File: src/design/nmea_rmc_sentence_checker_unit_defines.svh
// Assertion macros shared by the NMEA RMC checker modules.
// No dependencies; included by the files that carry assertions.
`ifndef NMEA_RMC_SENTENCE_CHECKER_UNIT_DEFINES_SVH
`define NMEA_RMC_SENTENCE_CHECKER_UNIT_DEFINES_SVH

// Same-cycle implication, disabled while reset is asserted
`define NRMC_ASSERT_IMPLY(label, clk, rst_n, ante, cons) \
	label: assert property (@(posedge clk) disable iff (!rst_n) (ante) |-> (cons)) \
		else $error("nrmc: same-cycle check failed");

// Next-cycle implication, disabled while reset is asserted
`define NRMC_ASSERT_NEXT(label, clk, rst_n, ante, cons) \
	label: assert property (@(posedge clk) disable iff (!rst_n) (ante) |=> (cons)) \
		else $error("nrmc: next-cycle check failed");

`endif

File: src/design/nrmc_pkg.sv
// Package for the NMEA RMC sentence checker: character codes, field numbers,
// the result word type and small decode functions. No dependencies.
`timescale 1ns / 1ps

package nrmc_pkg;

	// Character codes
	localparam logic [7:0] CH_NUL    = 8'h00;
	localparam logic [7:0] CH_DOLLAR = 8'h24;
	localparam logic [7:0] CH_STAR   = 8'h2A;
	localparam logic [7:0] CH_COMMA  = 8'h2C;
	localparam logic [7:0] CH_CR     = 8'h0D;
	localparam logic [7:0] CH_LF     = 8'h0A;
	localparam logic [7:0] CH_UP_A   = 8'h41;
	localparam logic [7:0] CH_UP_D   = 8'h44;

	// Field numbers of interest (field 0 is the address)
	localparam logic [3:0] FLD_TIME   = 4'd1;
	localparam logic [3:0] FLD_STATUS = 4'd2;
	localparam logic [3:0] FLD_DATE   = 4'd9;
	localparam logic [3:0] FLD_MODE   = 4'd12;
	localparam logic [3:0] FLD_SUM    = 4'd13;
	localparam logic [3:0] FLD_MAX    = 4'd15;

	// Character position limits
	localparam logic [3:0] POS_DIGITS  = 4'd6;
	localparam logic [3:0] POS_SUM_TOP = 4'd14;
	localparam logic [3:0] POS_MAX     = 4'd15;

	// Address characters collected before the lookup
	localparam logic [2:0] ADDR_LAST = 3'd4;

	// Sentence kinds, in lookup priority order
	localparam int ADDR_KINDS = 7;
	localparam logic [2:0] KIND_RMC  = 3'd0;
	localparam logic [2:0] KIND_NONE = 3'd7;
	localparam logic [23:0] ADDR_CODES [ADDR_KINDS] = '{
		"RMC", "VTG", "GGA", "GSA", "GLL", "GSV", "TXT"
	};

	localparam logic [23:0] NO_DIGITS = 24'hFFFFFF;

	// Result word handed from the parser to the output register
	typedef struct packed {
		logic        checksum_ok;
		logic        fix_valid;
		logic        time_valid;
		logic [23:0] time_bcd;
		logic [23:0] date_bcd;
	} rmc_result_t;

	// Hex digit decode: {valid, value}
	function automatic logic [4:0] hex_value(input logic [7:0] b);
		logic [4:0] r;
		r = 5'd0;
		if (b >= "0" && b <= "9") begin
			r = {1'b1, b[3:0]};
		end else if ((b >= "A" && b <= "F") || (b >= "a" && b <= "f")) begin
			r = {1'b1, 4'(b[3:0] + 4'd9)};
		end
		return r;
	endfunction

	// Decimal digit as a nibble, 0xF when not a digit
	function automatic logic [3:0] digit_nibble(input logic [7:0] b);
		logic [3:0] r;
		r = 4'hF;
		if (b >= "0" && b <= "9") begin
			r = b[3:0];
		end
		return r;
	endfunction

	// True when all six nibbles are decimal digits
	function automatic logic all_decimal(input logic [23:0] v);
		logic ok;
		ok = 1'b1;
		for (int k = 0; k < 6; k++) begin
			if (v[4*k +: 4] > 4'd9) begin
				ok = 1'b0;
			end
		end
		return ok;
	endfunction

	// Two BCD digits to binary: hi*10 + lo
	function automatic logic [6:0] bcd_pair(input logic [7:0] p);
		logic [6:0] hi;
		hi = {3'b000, p[7:4]};
		return 7'((hi << 3) + (hi << 1) + {3'b000, p[3:0]});
	endfunction

endpackage

File: src/design/nrmc_parse.sv
// Per-byte sentence parser: address lookup, checksum, field split and
// time/date/status/mode capture. Depends on nrmc_pkg.
`timescale 1ns / 1ps

module nrmc_parse (
	input  logic                  clk,
	input  logic                  arst_n,
	input  logic                  valid_s1,
	input  logic [7:0]            rx_byte_s1,
	input  logic                  ready,
	output logic                  advance,
	output logic                  res_valid,
	output nrmc_pkg::rmc_result_t res
);
	import nrmc_pkg::*;

	typedef enum logic [1:0] {
		ADDR_COLLECT,
		ADDR_MATCHED,
		ADDR_REJECTED
	} addr_phase_t;

	// Lookup over all windows of the five address characters: {hit, kind}
	function automatic logic [3:0] addr_lookup(input logic [39:0] a);
		logic [3:0] r;
		r = {1'b0, KIND_NONE};
		for (int k = ADDR_KINDS - 1; k >= 0; k--) begin
			for (int w = 0; w < 3; w++) begin
				if (a[8*w +: 24] == ADDR_CODES[k]) begin
					r = {1'b1, 3'(k)};
				end
			end
		end
		return r;
	endfunction

	// Replace the nibble at one digit position (position 0 is the top nibble)
	function automatic logic [23:0] put_nibble(input logic [23:0] v,
		input logic [2:0] pos, input logic [3:0] d);
		logic [23:0] r;
		r = v;
		for (int j = 0; j < 6; j++) begin
			if (pos == 3'(j)) begin
				r[20 - 4*j +: 4] = d;
			end
		end
		return r;
	endfunction

	logic        in_sentence_q, in_sentence_n;
	addr_phase_t phase_q, phase_n;
	logic [39:0] addr_q, addr_n;
	logic [2:0]  addr_cnt_q, addr_cnt_n;
	logic [2:0]  kind_q, kind_n;
	logic [7:0]  xor_q, xor_n;
	logic        xor_active_q, xor_active_n;
	logic [3:0]  field_q, field_n;
	logic [3:0]  cif_q, cif_n;
	logic [7:0]  sum_q, sum_n;
	logic        too_wide_q, too_wide_n;
	logic [1:0]  flags_q, flags_n;
	logic [23:0] time_q, time_n;
	logic [23:0] date_q, date_n;
	logic [1:0]  ok_q, ok_n;

	logic        is_eol;
	logic        is_star;
	logic        sep;
	logic        emits;
	logic [4:0]  hex_d;
	logic [3:0]  dig;
	logic [39:0] addr_shift;
	logic [3:0]  lookup;
	logic [23:0] time_put;
	logic [23:0] date_put;

	// Byte classification and helpers
	assign is_eol     = (rx_byte_s1 == CH_CR) || (rx_byte_s1 == CH_LF);
	assign is_star    = (rx_byte_s1 == CH_STAR);
	assign sep        = (rx_byte_s1 == CH_COMMA) || (is_star && xor_active_q);
	assign hex_d      = hex_value(rx_byte_s1);
	assign dig        = digit_nibble(rx_byte_s1);
	assign addr_shift = {addr_q[31:0], rx_byte_s1};
	assign lookup     = addr_lookup(addr_shift);
	assign time_put   = put_nibble(time_q, cif_q[2:0], dig);
	assign date_put   = put_nibble(date_q, cif_q[2:0], dig);

	// A line end closing a matched RMC sentence produces a result word
	assign emits     = in_sentence_q && is_eol && (phase_q == ADDR_MATCHED)
		&& (kind_q == KIND_RMC);
	assign res_valid = valid_s1 && emits;
	assign advance   = valid_s1 && (!emits || ready);

	// Result word from the state held before the line end
	always_comb begin
		res.checksum_ok = !xor_active_q && (xor_q != 8'd0) && !too_wide_q
			&& (sum_q == xor_q);
		res.fix_valid   = (flags_q == 2'b11);
		res.time_valid  = (ok_q == 2'b11);
		res.time_bcd    = time_q;
		res.date_bcd    = date_q;
	end

	// Next state for one byte
	always_comb begin
		in_sentence_n = in_sentence_q;
		phase_n       = phase_q;
		addr_n        = addr_q;
		addr_cnt_n    = addr_cnt_q;
		kind_n        = kind_q;
		xor_n         = xor_q;
		xor_active_n  = xor_active_q;
		field_n       = field_q;
		cif_n         = cif_q;
		sum_n         = sum_q;
		too_wide_n    = too_wide_q;
		flags_n       = flags_q;
		time_n        = time_q;
		date_n        = date_q;
		ok_n          = ok_q;
		if (rx_byte_s1 == CH_DOLLAR) begin
			// Start a new sentence from a clean state
			in_sentence_n = 1'b1;
			phase_n       = ADDR_COLLECT;
			addr_n        = '0;
			addr_cnt_n    = '0;
			kind_n        = KIND_NONE;
			xor_n         = '0;
			xor_active_n  = 1'b1;
			field_n       = '0;
			cif_n         = '0;
			sum_n         = '0;
			too_wide_n    = 1'b0;
			flags_n       = '0;
			time_n        = NO_DIGITS;
			date_n        = NO_DIGITS;
			ok_n          = '0;
		end else if (rx_byte_s1 != CH_NUL && in_sentence_q) begin
			if (is_eol) begin
				in_sentence_n = 1'b0;
			end else begin
				// Checksum runs up to the first star
				if (is_star) begin
					xor_active_n = 1'b0;
				end else if (xor_active_q) begin
					xor_n = xor_q ^ rx_byte_s1;
				end
				// Address collection and lookup
				if (phase_q == ADDR_COLLECT) begin
					if (is_star) begin
						phase_n = ADDR_REJECTED;
					end else begin
						addr_n     = addr_shift;
						addr_cnt_n = addr_cnt_q + 3'd1;
						if (addr_cnt_q == ADDR_LAST) begin
							phase_n = lookup[3] ? ADDR_MATCHED : ADDR_REJECTED;
							kind_n  = lookup[2:0];
						end
					end
				end
				// Field split and field contents
				if (sep) begin
					if (field_q != FLD_MAX) begin
						field_n = field_q + 4'd1;
					end
					cif_n = '0;
				end else if (field_q == FLD_SUM) begin
					if (cif_q != POS_MAX) begin
						if (!hex_d[4]) begin
							cif_n = POS_MAX;
						end else begin
							if (sum_q[7:4] != 4'd0) begin
								too_wide_n = 1'b1;
							end
							sum_n = {sum_q[3:0], hex_d[3:0]};
							if (cif_q < POS_SUM_TOP) begin
								cif_n = cif_q + 4'd1;
							end
						end
					end
				end else begin
					if (field_q == FLD_TIME && cif_q < POS_DIGITS) begin
						time_n   = time_put;
						ok_n[0]  = all_decimal(time_put);
					end else if (field_q == FLD_DATE && cif_q < POS_DIGITS) begin
						date_n   = date_put;
						ok_n[1]  = all_decimal(date_put);
					end else if (field_q == FLD_STATUS) begin
						flags_n[0] = (cif_q == 4'd0) && (rx_byte_s1 == CH_UP_A);
					end else if (field_q == FLD_MODE) begin
						flags_n[1] = (cif_q == 4'd0)
							&& ((rx_byte_s1 == CH_UP_A) || (rx_byte_s1 == CH_UP_D));
					end
					if (cif_q != POS_MAX) begin
						cif_n = cif_q + 4'd1;
					end
				end
			end
		end
	end

	// Hold parser state; advance on each byte that leaves the input register
	always_ff @(posedge clk or negedge arst_n) begin
		if (!arst_n) begin
			in_sentence_q <= 1'b0;
			phase_q       <= ADDR_COLLECT;
			addr_q        <= '0;
			addr_cnt_q    <= '0;
			kind_q        <= KIND_NONE;
			xor_q         <= '0;
			xor_active_q  <= 1'b0;
			field_q       <= '0;
			cif_q         <= '0;
			sum_q         <= '0;
			too_wide_q    <= 1'b0;
			flags_q       <= '0;
			time_q        <= '0;
			date_q        <= '0;
			ok_q          <= '0;
		end else if (advance) begin
			in_sentence_q <= in_sentence_n;
			phase_q       <= phase_n;
			addr_q        <= addr_n;
			addr_cnt_q    <= addr_cnt_n;
			kind_q        <= kind_n;
			xor_q         <= xor_n;
			xor_active_q  <= xor_active_n;
			field_q       <= field_n;
			cif_q         <= cif_n;
			sum_q         <= sum_n;
			too_wide_q    <= too_wide_n;
			flags_q       <= flags_n;
			time_q        <= time_n;
			date_q        <= date_n;
			ok_q          <= ok_n;
		end
	end

endmodule

File: src/design/nrmc_out_reg.sv
// Output register: converts BCD digit pairs to binary and holds the result
// word until taken. Depends on nrmc_pkg and the shared assertion macros.
`timescale 1ns / 1ps
`include "nmea_rmc_sentence_checker_unit_defines.svh"

module nrmc_out_reg (
	input  logic                  clk,
	input  logic                  arst_n,
	input  logic                  res_valid,
	input  nrmc_pkg::rmc_result_t res,
	output logic                  ready,
	output logic                  valid,
	input  logic                  stall,
	output logic                  checksum_ok,
	output logic                  fix_valid,
	output logic                  time_valid,
	output logic [6:0]            utc_hours,
	output logic [6:0]            utc_minutes,
	output logic [6:0]            utc_seconds,
	output logic [6:0]            date_day,
	output logic [6:0]            date_month,
	output logic [6:0]            date_year
);
	import nrmc_pkg::*;

	logic       valid_q;
	logic       checksum_ok_q;
	logic       fix_valid_q;
	logic       time_valid_q;
	logic [6:0] hours_q, minutes_q, seconds_q;
	logic [6:0] day_q, month_q, year_q;
	logic       load;

	// Free when empty or when the held word is taken this cycle
	assign ready = !valid_q || !stall;
	assign load  = res_valid && ready;

	// Hold control state
	always_ff @(posedge clk or negedge arst_n) begin
		if (!arst_n) begin
			valid_q <= 1'b0;
		end else if (ready) begin
			valid_q <= res_valid;
		end
	end

	// Capture the word; zero the digits when time or date is malformed
	always_ff @(posedge clk) begin
		if (load) begin
			checksum_ok_q <= res.checksum_ok;
			fix_valid_q   <= res.fix_valid;
			time_valid_q  <= res.time_valid;
			hours_q       <= res.time_valid ? bcd_pair(res.time_bcd[23:16]) : 7'd0;
			minutes_q     <= res.time_valid ? bcd_pair(res.time_bcd[15:8]) : 7'd0;
			seconds_q     <= res.time_valid ? bcd_pair(res.time_bcd[7:0]) : 7'd0;
			day_q         <= res.time_valid ? bcd_pair(res.date_bcd[23:16]) : 7'd0;
			month_q       <= res.time_valid ? bcd_pair(res.date_bcd[15:8]) : 7'd0;
			year_q        <= res.time_valid ? bcd_pair(res.date_bcd[7:0]) : 7'd0;
		end
	end

	assign valid       = valid_q;
	assign checksum_ok = checksum_ok_q;
	assign fix_valid   = fix_valid_q;
	assign time_valid  = time_valid_q;
	assign utc_hours   = hours_q;
	assign utc_minutes = minutes_q;
	assign utc_seconds = seconds_q;
	assign date_day    = day_q;
	assign date_month  = month_q;
	assign date_year   = year_q;

	`NRMC_ASSERT_NEXT(a_drain_empties, clk, arst_n, valid_q && !stall && !res_valid, !valid_q)
	`NRMC_ASSERT_IMPLY(a_bad_time_zero, clk, arst_n, valid_q && !time_valid_q, hours_q == 7'd0 && day_q == 7'd0 && year_q == 7'd0)

endmodule

File: src/design/nmea_rmc_sentence_checker_unit.sv
// A line end enters the input register; its result word is loaded into the output register
// as the line end leaves the input register, and is held there until taken. Throughput:
// one byte per cycle; the input stalls only while a line end closing an RMC sentence waits
// behind a result word that is held stalled.
// Reset (arst_n low, asynchronous): no sentence open, both registers empty.
// Top level of the NMEA RMC checker. Depends on nrmc_pkg, nrmc_parse, nrmc_out_reg.
`timescale 1ns / 1ps
`include "nmea_rmc_sentence_checker_unit_defines.svh"

module nmea_rmc_sentence_checker_unit (
	input  logic       clk,
	input  logic       arst_n,
	input  logic       in_valid,
	output logic       in_stall,
	input  logic [7:0] rx_byte,
	output logic       out_valid,
	input  logic       out_stall,
	output logic       checksum_ok,
	output logic       fix_valid,
	output logic       time_valid,
	output logic [6:0] utc_hours,
	output logic [6:0] utc_minutes,
	output logic [6:0] utc_seconds,
	output logic [6:0] date_day,
	output logic [6:0] date_month,
	output logic [6:0] date_year
);
	import nrmc_pkg::*;

	logic        s1_valid_q;
	logic [7:0]  rx_byte_s1;
	logic        advance;
	logic        ready;
	logic        res_valid;
	rmc_result_t res;
	logic        accept;

	// Input register: stall only while a held word cannot move on
	assign in_stall = s1_valid_q && !advance;
	assign accept   = in_valid && !in_stall;

	always_ff @(posedge clk or negedge arst_n) begin
		if (!arst_n) begin
			s1_valid_q <= 1'b0;
		end else if (accept) begin
			s1_valid_q <= 1'b1;
		end else if (advance) begin
			s1_valid_q <= 1'b0;
		end
	end

	always_ff @(posedge clk) begin
		if (accept) begin
			rx_byte_s1 <= rx_byte;
		end
	end

	nrmc_parse u_parse (
		.clk        (clk),
		.arst_n     (arst_n),
		.valid_s1   (s1_valid_q),
		.rx_byte_s1 (rx_byte_s1),
		.ready      (ready),
		.advance    (advance),
		.res_valid  (res_valid),
		.res        (res)
	);

	nrmc_out_reg u_out (
		.clk         (clk),
		.arst_n      (arst_n),
		.res_valid   (res_valid),
		.res         (res),
		.ready       (ready),
		.valid       (out_valid),
		.stall       (out_stall),
		.checksum_ok (checksum_ok),
		.fix_valid   (fix_valid),
		.time_valid  (time_valid),
		.utc_hours   (utc_hours),
		.utc_minutes (utc_minutes),
		.utc_seconds (utc_seconds),
		.date_day    (date_day),
		.date_month  (date_month),
		.date_year   (date_year)
	);

	`NRMC_ASSERT_IMPLY(a_stall_needs_full, clk, arst_n, in_stall, s1_valid_q && out_valid && out_stall)
	`NRMC_ASSERT_NEXT(a_accept_loads, clk, arst_n, accept, s1_valid_q)

endmodule

File: config.mk
export PLATFORM = sky130hd
export DESIGN_NAME = nmea_rmc_sentence_checker_unit
export DESIGN_NICKNAME = d
export VERILOG_FILES = /design/src/design/nrmc_pkg.sv /design/src/design/nrmc_parse.sv /design/src/design/nrmc_out_reg.sv /design/src/design/nmea_rmc_sentence_checker_unit.sv
export VERILOG_INCLUDE_DIRS = /design/src /design/src/design
export SDC_FILE = /design/constraint.sdc
export NUM_CORES = 1
export LEC_CHECK = 0
export BUFFER_PORTS_ARGS = -buffer_cell sky130_fd_sc_hd__buf_2
export CAP_MARGIN = 30
export CORE_UTILIZATION = 55
export DETAILED_ROUTE_END_ITERATION = 8
export PLACE_DENSITY = 0.75
export SYNTH_ARGS = -nofsm -noshare
export SYNTH_HDL_FRONTEND = slang
export SYNTH_HIERARCHICAL = 1
export SYNTH_SLANG_ARGS = --single-unit
File: constraint.sdc
create_clock -name clk -period 3.05 [get_ports clk]
set_input_delay 0.305 -clock clk [delete_from_list [all_inputs] [get_ports clk]]
set_output_delay 0.305 -clock clk [all_outputs]
set_load 0.02 [all_outputs]
# Word-level counts from Yosys, hierarchy flattened
# Index checks and enable logic that the tools add are counted.
# op_classes
add_sub_neg	16
mul	0
div_mod_pow	0
n_lt_le_gt_ge	20
eq_ne	53
shift	0
muxes	145
bitwise_logic	1
n_reduce_logical	73
# op_table
cell	n
24-bit by 23-bit equality test with 1-bit output (second input constant)	21
24-bit 2-to-1 mux	13
4-bit 2-to-1 mux	48
32-bit 2-to-1 mux	5
8-bit 2-to-1 mux	12
4-bit > comparator (second input constant)	12
7-bit by 4-bit adder with 7-bit output	6
7-bit by 5-bit adder with 7-bit output	6
2-bit 2-to-1 mux	19
1-bit 2-to-1 mux	35
2-bit nonzero test	17
3-bit 2-to-1 mux	11
5-bit AND reduction	5
8-bit by 6-bit equality test with 1-bit output (second input constant)	3
1-bit logical AND	20
8-bit by 4-bit equality test with 1-bit output (second input constant)	2
8-bit by 7-bit equality test with 1-bit output (second input constant)	2
8-bit by 7-bit >= comparator with 1-bit output (second input constant)	2
8-bit by 7-bit <= comparator with 1-bit output (second input constant)	2
8-bit AND reduction	2
8-bit nonzero test	2
7-bit AND reduction	2
4-bit equality test (second input constant)	3
6-bit AND reduction	2
31 further kinds	56
# word_totals
regBits	174
latchBits	0
ram_bits	0
romBits	0
input_bits	12
elab_cells	337
n_memories	0

# Longest topological paths before layout
# Gate-level depths: netlist (run 1).
# logic_depth
word_depth	29
ltp_mapped	12
depth_no_buf	10

# Hierarchy
# The synthesis (run 1) kept the hierarchy.
# modules_own_cells
mod	instances	cells_per_inst	area_each_um2	seq_area_each_um2
nrmc_parse	1	781	6909.1	2981.6
nrmc_out_reg	1	246	2964.1	1376.3
nmea_rmc_sentence_checker_unit	1	13	297.8	265.3

# Worst setup path after synthesis (run 1)
# No wires, ideal clock.
# synth_path
path_kind	register -> register
from	reg rx_byte_s1[0]
to	reg u_out.checksum_ok_q, in the netlist u_out/checksum_ok (enable)
t_arrival_ps	2373
setup_slack_ps	270
path_stages_with_launch	7
n_path_buf	0
period_less_slack_ps	2780
path_cell_list	edfxtp_1 > inv_1 > ha_1 > mux2_4 > nand3_2 > nor3_1 > and2_1
# synth_between
elab_chain_len	7
elab_cells_between_ends	8
classes_between	2 x eq/ne; 6 x reduce/logical
# synth_rtl
item	line	text
start: declaration	nmea_rmc_sentence_checker_unit.sv:31	logic [7:0] rx_byte_s1;
start signal: assignment	nmea_rmc_sentence_checker_unit.sv:54	rx_byte_s1 <= rx_byte;
8-bit by 4-bit equality test with 1-bit output	nrmc_parse.sv:78	assign is_eol = (rx_byte_s1 == CH_CR) || (rx_byte_s1 == CH_LF);
1-bit logical OR (*)	nrmc_parse.sv:78	
1-bit logical AND (*) (2 in series)	nrmc_parse.sv:89	assign emits = in_sentence_q && is_eol && (phase_q == ADDR_MATCHED)
1-bit logical AND (*)	nrmc_parse.sv:90	&& (kind_q == KIND_RMC);
1-bit logical AND (*)	nrmc_parse.sv:91	assign res_valid = valid_s1 && emits;
named net res_valid	nmea_rmc_sentence_checker_unit.sv:34	logic res_valid;
1-bit logical AND (*)	nrmc_out_reg.sv:36	assign load = res_valid && ready;
named net u_out.load	nrmc_out_reg.sv:32	logic load;
end signal: assignment	nrmc_out_reg.sv:50	checksum_ok_q <= res.checksum_ok;
end: declaration	nrmc_out_reg.sv:27	logic checksum_ok_q;
# The timed path passes the listed nets; every way through them passes the cells marked *.
# A chain may end at the register's enable or synchronous reset.

# Final worst setup path (run 1)
# layout_path
from	reg rx_byte_s1[0]
to	reg u_parse.time_q[15]
# layout_between
elab_chain_len	10
elab_cells_between_ends	33
classes_between	2 x order compare; 8 x eq/ne; 8 x mux; 15 x reduce/logical
# layout_rtl
item	line	text
8-bit by 6-bit >= comparator with 1-bit output or 8-bit by 6-bit <= comparator with 1-bit output (tied branches)	nrmc_pkg.sv:68	if (b >= "0" && b <= "9") begin
1-bit logical AND	nrmc_pkg.sv:68	
4-bit 2-to-1 mux	nrmc_pkg.sv:68	
4-bit 2-to-1 mux	nrmc_parse.sv:43	if (pos == 3'(j)) begin
24-bit 2-to-1 mux	nrmc_parse.sv:182	if (field_q == FLD_TIME && cif_q < POS_DIGITS) begin
24-bit 2-to-1 mux	nrmc_parse.sv:167	end else if (field_q == FLD_SUM) begin
24-bit 2-to-1 mux	nrmc_parse.sv:162	if (sep) begin
24-bit 2-to-1 mux	nrmc_parse.sv:139	if (is_eol) begin
24-bit 2-to-1 mux	nrmc_parse.sv:138	end else if (rx_byte_s1 != CH_NUL && in_sentence_q) begin
24-bit 2-to-1 mux	nrmc_parse.sv:121	if (rx_byte_s1 == CH_DOLLAR) begin
end signal: assignment	nrmc_parse.sv:233	time_q <= time_n;
end: declaration	nrmc_parse.sv:62	logic [23:0] time_q, time_n;
# Parallel ways exist; a longest one is shown, timed or not. The select of a mux whose other input is x is not followed.

==> results.sh, run 1 <==
export IMPL_via_per_inst=5.90
export IMPL_slowest_delay_ns=0.47
export IMPL_htreeDepth=4
export IMPL_drive_gt1_frac=0.140
export IMPL_startpoint_type="register"
export IMPL_path_max_fanout=15
export IMPL_clkSlewWorstSetupHoldPaths_ns=0.07
export IMPL_routed_wl_um=23700
export IMPL_cts_buffers=17
export IMPL_ys_seq_area_frac=0.455
export IMPL_critical_path_endpoint_type="register"
export IMPL_die_area_um2=19000
export IMPL_area_growth_pct=11.1
export IMPL_synth_edf_count=53
export IMPL_synth_area_um2=10200
export IMPL_cp_common_cell="a21oi_1"
export IMPL_ant_nets=0
export IMPL_postSynthNetCount=1122
export IMPL_netlist_cell_type_count=87
export IMPL_dp_cells=1305
export IMPL_design_core_area_um2=18000
export IMPL_die_w_um=138
export IMPL_crit_type="reg -> reg"
export IMPL_dp_hpwl_um=16900
export IMPL_track_usage=0.261
export IMPL_finalPower_mw=6.22
export IMPL_row_count=49
export IMPL_finClkSkew_ns=0.00926
export IMPL_status="completed"
export IMPL_avgSynthCellArea_um2=9.78
export IMPL_firstDrtPassIters=5
export IMPL_antenna_found_initial=0
export IMPL_vias=7888
export IMPL_wire_per_inst_um=17.7
export IMPL_synth_ff_type="dfrtp_1"
export IMPL_maxCapViolations=0
export IMPL_crit_chain="inv_1 -> ha_1 -> mux2_4 -> a22o_1 -> a21boi_4 -> o2111ai_2 -> a21oi_1 -> nor2_1 -> a21oi_1"
export IMPL_root_buffer="clkbuf_16"
export IMPL_stdcell_count=1338
export IMPL_setup_viol=0
export IMPL_worstHoldPathType="in -> reg"
export IMPL_grt_pass1_vias=7445
export IMPL_cts_sinks=174
export IMPL_grt_overflow_total=0
export IMPL_tightest_slew_ns=0.771
export IMPL_rsz0062_at_grt="true"
export IMPL_synth_warning_count=6
export IMPL_drt_drc_violations_left=0
export IMPL_fmax_mhz=345
export IMPL_drt_iter0_drc=665
export IMPL_initial_core_util=0.564
export IMPL_dpl_instance_area_um2=10700
export IMPL_final_hold_viol_count=0
export IMPL_cellPowerDensity_nw_per_um2=550
export IMPL_fin_nets=1178
export IMPL_synthArstFlopShare=0.695
export IMPL_irDropWorstVdd_uv=422
export IMPL_slew_viol_final=0
export IMPL_slew_limit_headroom=0.486
export IMPL_diodes=0
export IMPL_gp_congestion=0.902
export IMPL_ios=59
export IMPL_grt_pass1_wl_um=37800
export IMPL_slowest_stage="a21oi_1"
export IMPL_final_cell_mix="dfrtp_1 (118), nand2_1 (114), nor2_1 (112), a21oi_1 (81)"
export IMPL_cts_tree="done"
export IMPL_design_area_um2=11300
export IMPL_required_ns=3.40
export IMPL_cts_buffer_depth=2
export IMPL_timing_hold_ws_ns=0.0393
export IMPL_port_buffers=58
export IMPL_grt_max_degree=60
export IMPL_fin_crit_sh=0.949
export IMPL_clk_latency_ns=0.44
export IMPL_p_leak_nw=5.07
export IMPL_die_y_um=138
export IMPL_period_needed_ns=2.90
export IMPL_final_common_cell="dfrtp_1"
export IMPL_synth_seq_cells=174
export IMPL_synthCells=1040
export IMPL_arrival_ns=3.25
## kinds of logic (layout without fill, tap and decap cells)
kind of cell / Yosys count / count (layout) / synth area share
AO/OA/AOI/OAI: 203 / 203 / 0.128
multiplexers: 27 / 27 / 0.0299
buffers and inverters: 103 / 172 / 0.0459
AND/OR/NAND/NOR: 446 / 446 / 0.232
XOR/XNOR: 17 / 17 / 0.0146
flip-flops: 174 / 174 / 0.455
adder cells (fa/ha/maj): 70 / 70 / 0.0950
## worst max-delay path: cells and delay by family, from the launching register on
kind | cells | cell delay, ns
adder cells (fa/ha/maj) | 1 | 0.29
buffers and inverters | 1 | 0.17
AND/OR/NAND/NOR | 1 | 0.07
multiplexers | 1 | 0.29
AO/OA/AOI/OAI | 5 | 1.55
flip-flops | 1 | 0.44
## registers in the layout, summed over array words and instances (netlist names), 3 cells and up
register / cells
u_parse/addr_q: 32
u_parse/date_q: 24
u_parse/time_q: 24
rx_byte_s1: 8
u_parse/sum_q: 8
u_parse/xor_q: 8
u_out/date_day: 7
u_out/date_month: 7
u_out/date_year: 7
u_out/utc_hours: 7
u_out/utc_minutes: 7
u_out/utc_seconds: 7
u_parse/cif_q: 4
u_parse/field_q: 4
u_parse/addr_cnt_q: 3
u_parse/kind_q: 3
## synthesized netlist by cell type (13+ instances only)
master,n,area share
ha_1,58,0.071
a21oi_1,82,0.040
mux2i_1,15,0.015
and3_1,19,0.012
dfrtp_1,118,0.29
nor3_1,13,0.0064
nand2_1,114,0.042
nand3_1,29,0.014
inv_1,58,0.021
and2_1,28,0.017
edfxtp_1,53,0.16
o21ai_0,50,0.025
nor2_1,112,0.041
nor4_1,20,0.012
clkbuf_1,20,0.0074
nand2b_1,29,0.018
## where the power goes
part | total (mW) | switching (mW) | internal, mW
clock | 2.17 | 0.950 | 1.22
combinational | 1.10 | 0.660 | 0.437
sequential | 2.95 | 0.330 | 2.62
total | 6.22 | 1.94 | 4.27
## through the flow
step	setup WS [ns]	util	setup TNS (ns)
after floorplan	0.270	-	0
after global placement	0.341	0.595	0
after detailed placement	0.217	0.595	0
after CTS	0.180	0.627	0
after global routing	-0.0606	0.627	-0.520
final	0.155	0.627	0
## path summary, 6_finish.rpt
check,startpoint,endpoint,slack [ns],depth (start not counted)
min in group asynchronous,arst_n,u_parse/addr_q[30],0.37,2
max in group asynchronous,arst_n,u_parse/kind_q[2],1.89,3
max,rx_byte_s1[0],u_parse/time_q[15],0.15,9
min reg2reg,u_parse/addr_q[30],u_parse/addr_q[30],0.48,2
max reg2reg,rx_byte_s1[0],u_parse/time_q[15],0.15,9
min,rx_byte[7],rx_byte_s1[7],0.04,1
## per-layer routing
| layer | vias up | global-route usage | wire length (um) |
|---|---|---|---|
| li1 | 3785 | - | - |
| met1 | 3784 | 0.344 | 10400 |
| met2 | 273 | 0.429 | 11500 |
| met3 | 46 | 0.0417 | 1230 |
| met4 | 0 | 0.106 | 592 |
| met5 | - | 0 | 0 |
## what timing repair did
| item | in CTS | in global routing |
|---|---|---|
| hold buffers | 1 | 0 |
| endpoints found under the hold margin | 29 | 0 |
| setup buffers | 0 | 0 |
| setup endpoints to repair | 0 | 15 |
| resized for setup | 0 | 1 |
## cell type report
cell class,instances,area [um2]
Clock buffer,20,437
Inverter,59,221
Tap cell,229,287
Multi-Input combinational cell,763,5090
Timing Repair Buffer,81,505
Clock inverter,12,136
Sequential cell,174,4620
Fill cell,1490,6720
No activity file was read; power rests on OpenSTA's default activity.
==> run 2: changes to the inputs <==
--- a/config.mk
+++ b/config.mk
@@ -6,11 +6,11 @@
 export SDC_FILE = /design/constraint.sdc
 export NUM_CORES = 1
 export LEC_CHECK = 0
-export BUFFER_PORTS_ARGS = -buffer_cell sky130_fd_sc_hd__buf_2
 export CAP_MARGIN = 30
 export CORE_UTILIZATION = 55
 export DETAILED_ROUTE_END_ITERATION = 8
-export PLACE_DENSITY = 0.75
+export DONT_BUFFER_PORTS = 1
+export PLACE_DENSITY = 0.72
 export SYNTH_ARGS = -nofsm -noshare
 export SYNTH_HDL_FRONTEND = slang
 export SYNTH_HIERARCHICAL = 1
==> results.sh, run 2 (same netlist as run 1, synthesis figures left out) <==
export IMPL_required_ns=3.41
export IMPL_row_count=49
export IMPL_slew_limit_headroom=0.504
export IMPL_initial_core_util=0.564
export IMPL_status="finished with violations"
export IMPL_via_per_inst=6.03
export IMPL_nFillCells=1521
export IMPL_antenna_found_initial=0
export IMPL_seq_area_um2=4620
export IMPL_drive_gt1_frac=0.0864
export IMPL_fin_crit_sh=0.947
export IMPL_die_y_um=138
export IMPL_ant_nets=0
export IMPL_worstHoldPathType="in -> async"
export IMPL_cp_common_cell="a21oi_1"
export IMPL_critical_path_endpoint_type="register"
export IMPL_cts_sinks=174
export IMPL_top_usage_layer="met2"
export IMPL_firstDrtPassIters=6
export IMPL_port_buffers=0
export IMPL_diodes=0
export IMPL_largest_register_ffs=32
export IMPL_place_ws_ns=0.256
export IMPL_clk_latency_ns=0.44
export IMPL_dpl_instance_area_um2=10400
export IMPL_grt_pass1_wl_um=37700
export IMPL_period_needed_ns=2.89
export IMPL_routed_wl_um=23200
export IMPL_multiInputGateArea_um2=5090
export IMPL_slew_viol_final=0
export IMPL_area_growth_pct=8.43
export IMPL_grt_overflow_total=0
export IMPL_rsz0062_at_grt="true"
export IMPL_use_met1=0.351
export IMPL_drt_iter0_drc=773
export IMPL_die_w_um=138
export IMPL_finClkSkew_ns=0.0144
export IMPL_htreeDepth=4
export IMPL_path_max_fanout=15
export IMPL_final_core_util=0.612
export IMPL_irDropWorstVdd_uv=433
export IMPL_grt_met3_usage=0.0442
export IMPL_startpoint_type="register"
export IMPL_crit_chain="inv_1 -> ha_1 -> mux2_4 -> a22o_1 -> a21boi_4 -> o2111ai_2 -> a21oi_1 -> nor2_1 -> a21oi_1"
export IMPL_slowest_stage="edfxtp_1"
export IMPL_ios=59
export IMPL_cellPowerDensity_nw_per_um2=556
export IMPL_timing_hold_ws_ns=-0.441
export IMPL_track_usage=0.261
export IMPL_p_leak_nw=4.85
export IMPL_fin_nets=1122
export IMPL_post_cts_buffers=0
export IMPL_dp_hpwl_um=16400
export IMPL_final_hold_viol_count=121
export IMPL_arrival_ns=3.25
export IMPL_final_cell_mix="dfrtp_1 (118), nand2_1 (114), nor2_1 (112), a21oi_1 (81)"
export IMPL_fmax_mhz=346
export IMPL_crit_type="reg -> reg"
export IMPL_cts_buffers=17
export IMPL_cts_buffer_depth=2
export IMPL_final_common_cell="dfrtp_1"
export IMPL_setup_viol=0
export IMPL_gp_congestion=0.930
export IMPL_vias=7729
export IMPL_tightest_slew_ns=0.743
export IMPL_clkSlewWorstSetupHoldPaths_ns=0.07
export IMPL_drt_drc_violations_left=0
export IMPL_wire_per_inst_um=18.1
export IMPL_die_area_um2=19000
export IMPL_slowest_delay_ns=0.45
export IMPL_design_core_area_um2=18000
export IMPL_cts_tree="done"
export IMPL_grt_max_degree=122
export IMPL_failed_checks="negative hold slack"
export IMPL_design_area_um2=11000
export IMPL_maxCapViolations=0
export IMPL_regMostFlops="u_parse/addr_q"
export IMPL_grtUsageMet2=0.420
export IMPL_hold_buffers=9
export IMPL_reg_largest_list="u_parse/addr_q: 32 flops, u_parse/date_q: 24 flops, u_parse/time_q: 24 flops"
export IMPL_grt_pass1_vias=7306
export IMPL_setup_ws_ns=0.162
export IMPL_root_buffer="clkbuf_16"
-- run 2: cell type report --
type,instances,area share
flip-flops and latches,174,0.419
clock buffers,22,0.0421
well taps,229,0.0260
clock inverters,10,0.00942
multi-input cells,763,0.462
repair buffers,25,0.0213
inverters,59,0.0201
-- run 2: timing repair --
action,4_1_cts,5_1_grt
endpoints found under the hold margin,130,121
resized for setup,0,1
endpoints found under the setup margin,0,5
-- run 2: report_power, final --
| part | internal, mW | switching (mW) |
|---|---|---|
| Combinational | 0.424 | 0.596 |
| Clock | 1.18 | 0.942 |
| Sequential | 2.62 | 0.363 |
-- run 2: worst paths after layout --
check,slack (ns),end,depth (start not counted),from
worst min register to register,0.48,u_parse/ok_q[0],2,u_parse/ok_q[0]
worst max register to register,0.16,u_parse/date_q[12],9,rx_byte_s1[0]
worst max-delay path,0.16,u_parse/date_q[12],9,rx_byte_s1[0]
max in group asynchronous,3.23,u_parse/kind_q[2],0,arst_n
worst min-delay path,-0.44,u_parse/addr_q[4],0,arst_n
min in group clk,0.13,u_out/valid,2,out_stall
-- run 2: worst max-delay path, delay by kind of cell, from the launching register on --
family                   cells  cell delay, ns
AO/OA/AOI/OAI                5            1.51
flip-flops                   1            0.45
multiplexers                 1            0.30
adder cells (fa/ha/maj)      1            0.29
buffers and inverters        1            0.17
AND/OR/NAND/NOR              1            0.09
-- run 2: metrics by stage --
stage | power [mW] | std cells | hold slack, ns | setup TNS, ns
2_1_floorplan | 3.67 | 1040 | 0.00941 | 0
3_3_place_gp | 3.99 | 1241 | 0.0136 | 0
5_1_grt | 6.44 | 1282 | -0.461 | -0.0805
4_1_cts | 6.15 | 1282 | -0.452 | 0
3_5_place_dp | 4.02 | 1241 | 0.0125 | 0
6_report | 6.13 | 1282 | -0.441 | 0
-- run 2: routing by layer --
layer | vias to the layer above | share of wire
met4 | 0 | 0.021
met2 | 222 | 0.48
met1 | 3772 | 0.46
li1 | 3696 | -
met3 | 39 | 0.038
met5 | - | 0
==> run 3: changes to the inputs <==
--- a/config.mk
+++ b/config.mk
@@ -7,10 +7,12 @@
 export NUM_CORES = 1
 export LEC_CHECK = 0
 export CAP_MARGIN = 30
-export CORE_UTILIZATION = 55
+export CELL_PAD_IN_SITES_DETAIL_PLACEMENT = 1
+export CELL_PAD_IN_SITES_GLOBAL_PLACEMENT = 2
+export CORE_UTILIZATION = 42
 export DETAILED_ROUTE_END_ITERATION = 8
 export DONT_BUFFER_PORTS = 1
-export PLACE_DENSITY = 0.72
+export PLACE_DENSITY = 0.83
 export SYNTH_ARGS = -nofsm -noshare
 export SYNTH_HDL_FRONTEND = slang
 export SYNTH_HIERARCHICAL = 1
==> results.sh, run 3 (same netlist as run 1, synthesis figures left out) <==
export IMPL_status="finished with violations"
export IMPL_failed_checks="negative hold slack"
export IMPL_clockPowerShare=0.377
export IMPL_final_cell_mix="dfrtp_1 (118), nand2_1 (114), nor2_1 (112), a21oi_1 (77)"
export IMPL_fin_crit_sh=0.982
export IMPL_pwr_share_seq=0.455
export IMPL_r2r_start="rx_byte_s1[0]"
export IMPL_diodes=0
export IMPL_slew_viol_final=0
export IMPL_p_sw_frac=0.315
export IMPL_drt_drc_violations_left=0
export IMPL_crit_type="reg -> reg"
export IMPL_tightest_slew_ns=0.796
export IMPL_grt_pass1_wl_um=43900
export IMPL_antenna_found_initial=0
export IMPL_grt_pass1_vias=8082
export IMPL_drt_iter0_drc=584
export IMPL_irDropWorstVdd_uv=369
export IMPL_cts_sinks=174
export IMPL_via_per_inst=5.66
export IMPL_path_max_fanout=15
export IMPL_routed_wl_um=26800
export IMPL_htreeDepth=4
export IMPL_combPwrFrac=0.167
export IMPL_design_core_area_um2=23600
export IMPL_initial_core_util=0.431
export IMPL_cts_tree="done"
export IMPL_worstHoldPathType="in -> async"
export IMPL_cts_buffers=17
export IMPL_rsz0062_at_grt="true"
export IMPL_firstDrtPassIters=5
export IMPL_rrSetupSlack_ns=0.06
export IMPL_hold_buffers=9
export IMPL_ios=59
export IMPL_p_leak_nw=4.91
export IMPL_finalPower_mw=6.51
export IMPL_cellPowerDensity_nw_per_um2=577
export IMPL_tns_ns=0
export IMPL_final_common_cell="dfrtp_1"
export IMPL_dp_hpwl_um=19000
export IMPL_vias=7783
export IMPL_cts_buffer_depth=2
export IMPL_grt_max_degree=122
export IMPL_row_count=56
export IMPL_finClkSkew_ns=0.0131
export IMPL_period_needed_ns=2.99
export IMPL_timing_hold_ws_ns=-0.440
export IMPL_reg2reg_to="u_parse/time_q[14]"
export IMPL_gp_congestion=0.858
export IMPL_p_int_mw=4.46
export IMPL_slew_limit_headroom=0.470
export IMPL_startpoint_type="register"
export IMPL_area_growth_pct=10.8
export IMPL_clkSlewWorstSetupHoldPaths_ns=0.08
export IMPL_critical_path_endpoint_type="register"
export IMPL_die_w_um=158
export IMPL_final_hold_viol_count=121
export IMPL_power_switching_mw=2.05
export IMPL_fmax_mhz=334
export IMPL_die_area_um2=24800
export IMPL_wire_per_inst_um=19.4
export IMPL_required_ns=3.35
export IMPL_regMostFlops="u_parse/addr_q"
export IMPL_die_y_um=158
export IMPL_setup_viol=0
export IMPL_grt_overflow_total=0
export IMPL_fin_nets=1126
export IMPL_reg_largest_list="u_parse/addr_q: 32 flops, u_parse/date_q: 24 flops, u_parse/time_q: 24 flops"
export IMPL_largest_register_ffs=32
export IMPL_track_usage=0.229
export IMPL_root_buffer="clkbuf_16"
export IMPL_clk_latency_ns=0.43
export IMPL_drive_gt1_frac=0.0965
export IMPL_maxCapViolations=0
export IMPL_reg2reg_depth=8
export IMPL_arrival_ns=3.29
export IMPL_port_buffers=0
export IMPL_ant_nets=0
run 3: layout make-up:
cell class,instances,area [um2]
fillers,2676,12300
multi-input cells,763,5110
flip-flops and latches,174,4620
clock buffers,17,425
well taps,319,399
repair buffers,29,265
clock inverters,15,229
inverters,59,221
run 3: worst max-delay path by stage:
stage / from / end / slack [ns] / depth (start not counted)
2_1_floorplan: rx_byte_s1[0] / u_out/checksum_ok / 0.27 / 6
3_3_place_gp: rx_byte_s1[1] / u_parse/sum_q[2] / 0.22 / 9
3_5_place_dp: rx_byte_s1[0] / u_parse/date_q[0] / 0.15 / 9
4_1_cts: rx_byte_s1[0] / u_parse/time_q[13] / 0.07 / 9
5_1_grt: rx_byte_s1[0] / u_parse/date_q[14] / -0.1 / 9
6_report: rx_byte_s1[0] / u_parse/time_q[14] / 0.06 / 8
run 3: worst max-delay path, stage by stage (launching register included):
cell	delay, ns
edfxtp_1	0.46
inv_1	0.18
ha_1	0.31
mux2_4	0.30
a22o_1	0.26
a21boi_4	0.26
o2111ai_2	0.43
nor2_1	0.48
a21oi_1	0.15
run 3: power by group through the flow:
stage          Sequential [mW]  Clock, mW  Combinational [mW]
4_1_cts                   2.96       2.51                1.08
5_1_grt                   3.01       2.60                1.22
3_5_place_dp              3.01          0                1.07
3_3_place_gp              3.00          0                1.04
6_report                  2.96       2.45                1.09
2_1_floorplan             2.84          0               0.838
run 3: metrics by stage:
stage	util	cell area [um2]	setup slack [ns]	instances	hold slack, ns
after floorplan	-	10200	0.270	1040	0.00941
after global placement	0.445	10500	0.223	1335	0.0136
after detailed placement	0.445	10500	0.153	1335	0.0131
after CTS	0.477	11300	0.0701	1376	-0.458
after global routing	0.477	11300	-0.100	1376	-0.464
final	0.477	11300	0.0562	1376	-0.440
run 3: routing by layer:
metal  track usage  routed length [um]  vias up
met2         0.388               13300      133
li1              -                   -     3686
met1         0.307               12500     3937
met4        0.0758                 449        0
met5             0                   0        -
met3        0.0244                 509       27
run 3: what timing repair did:
| action | in CTS | in global routing |
|---|---|---|
| setup endpoints to repair | 0 | 35 |
| gates resized for setup | 0 | 5 |
| endpoints found under the hold margin | 130 | 121 |
| setup buffers | 0 | 0 |
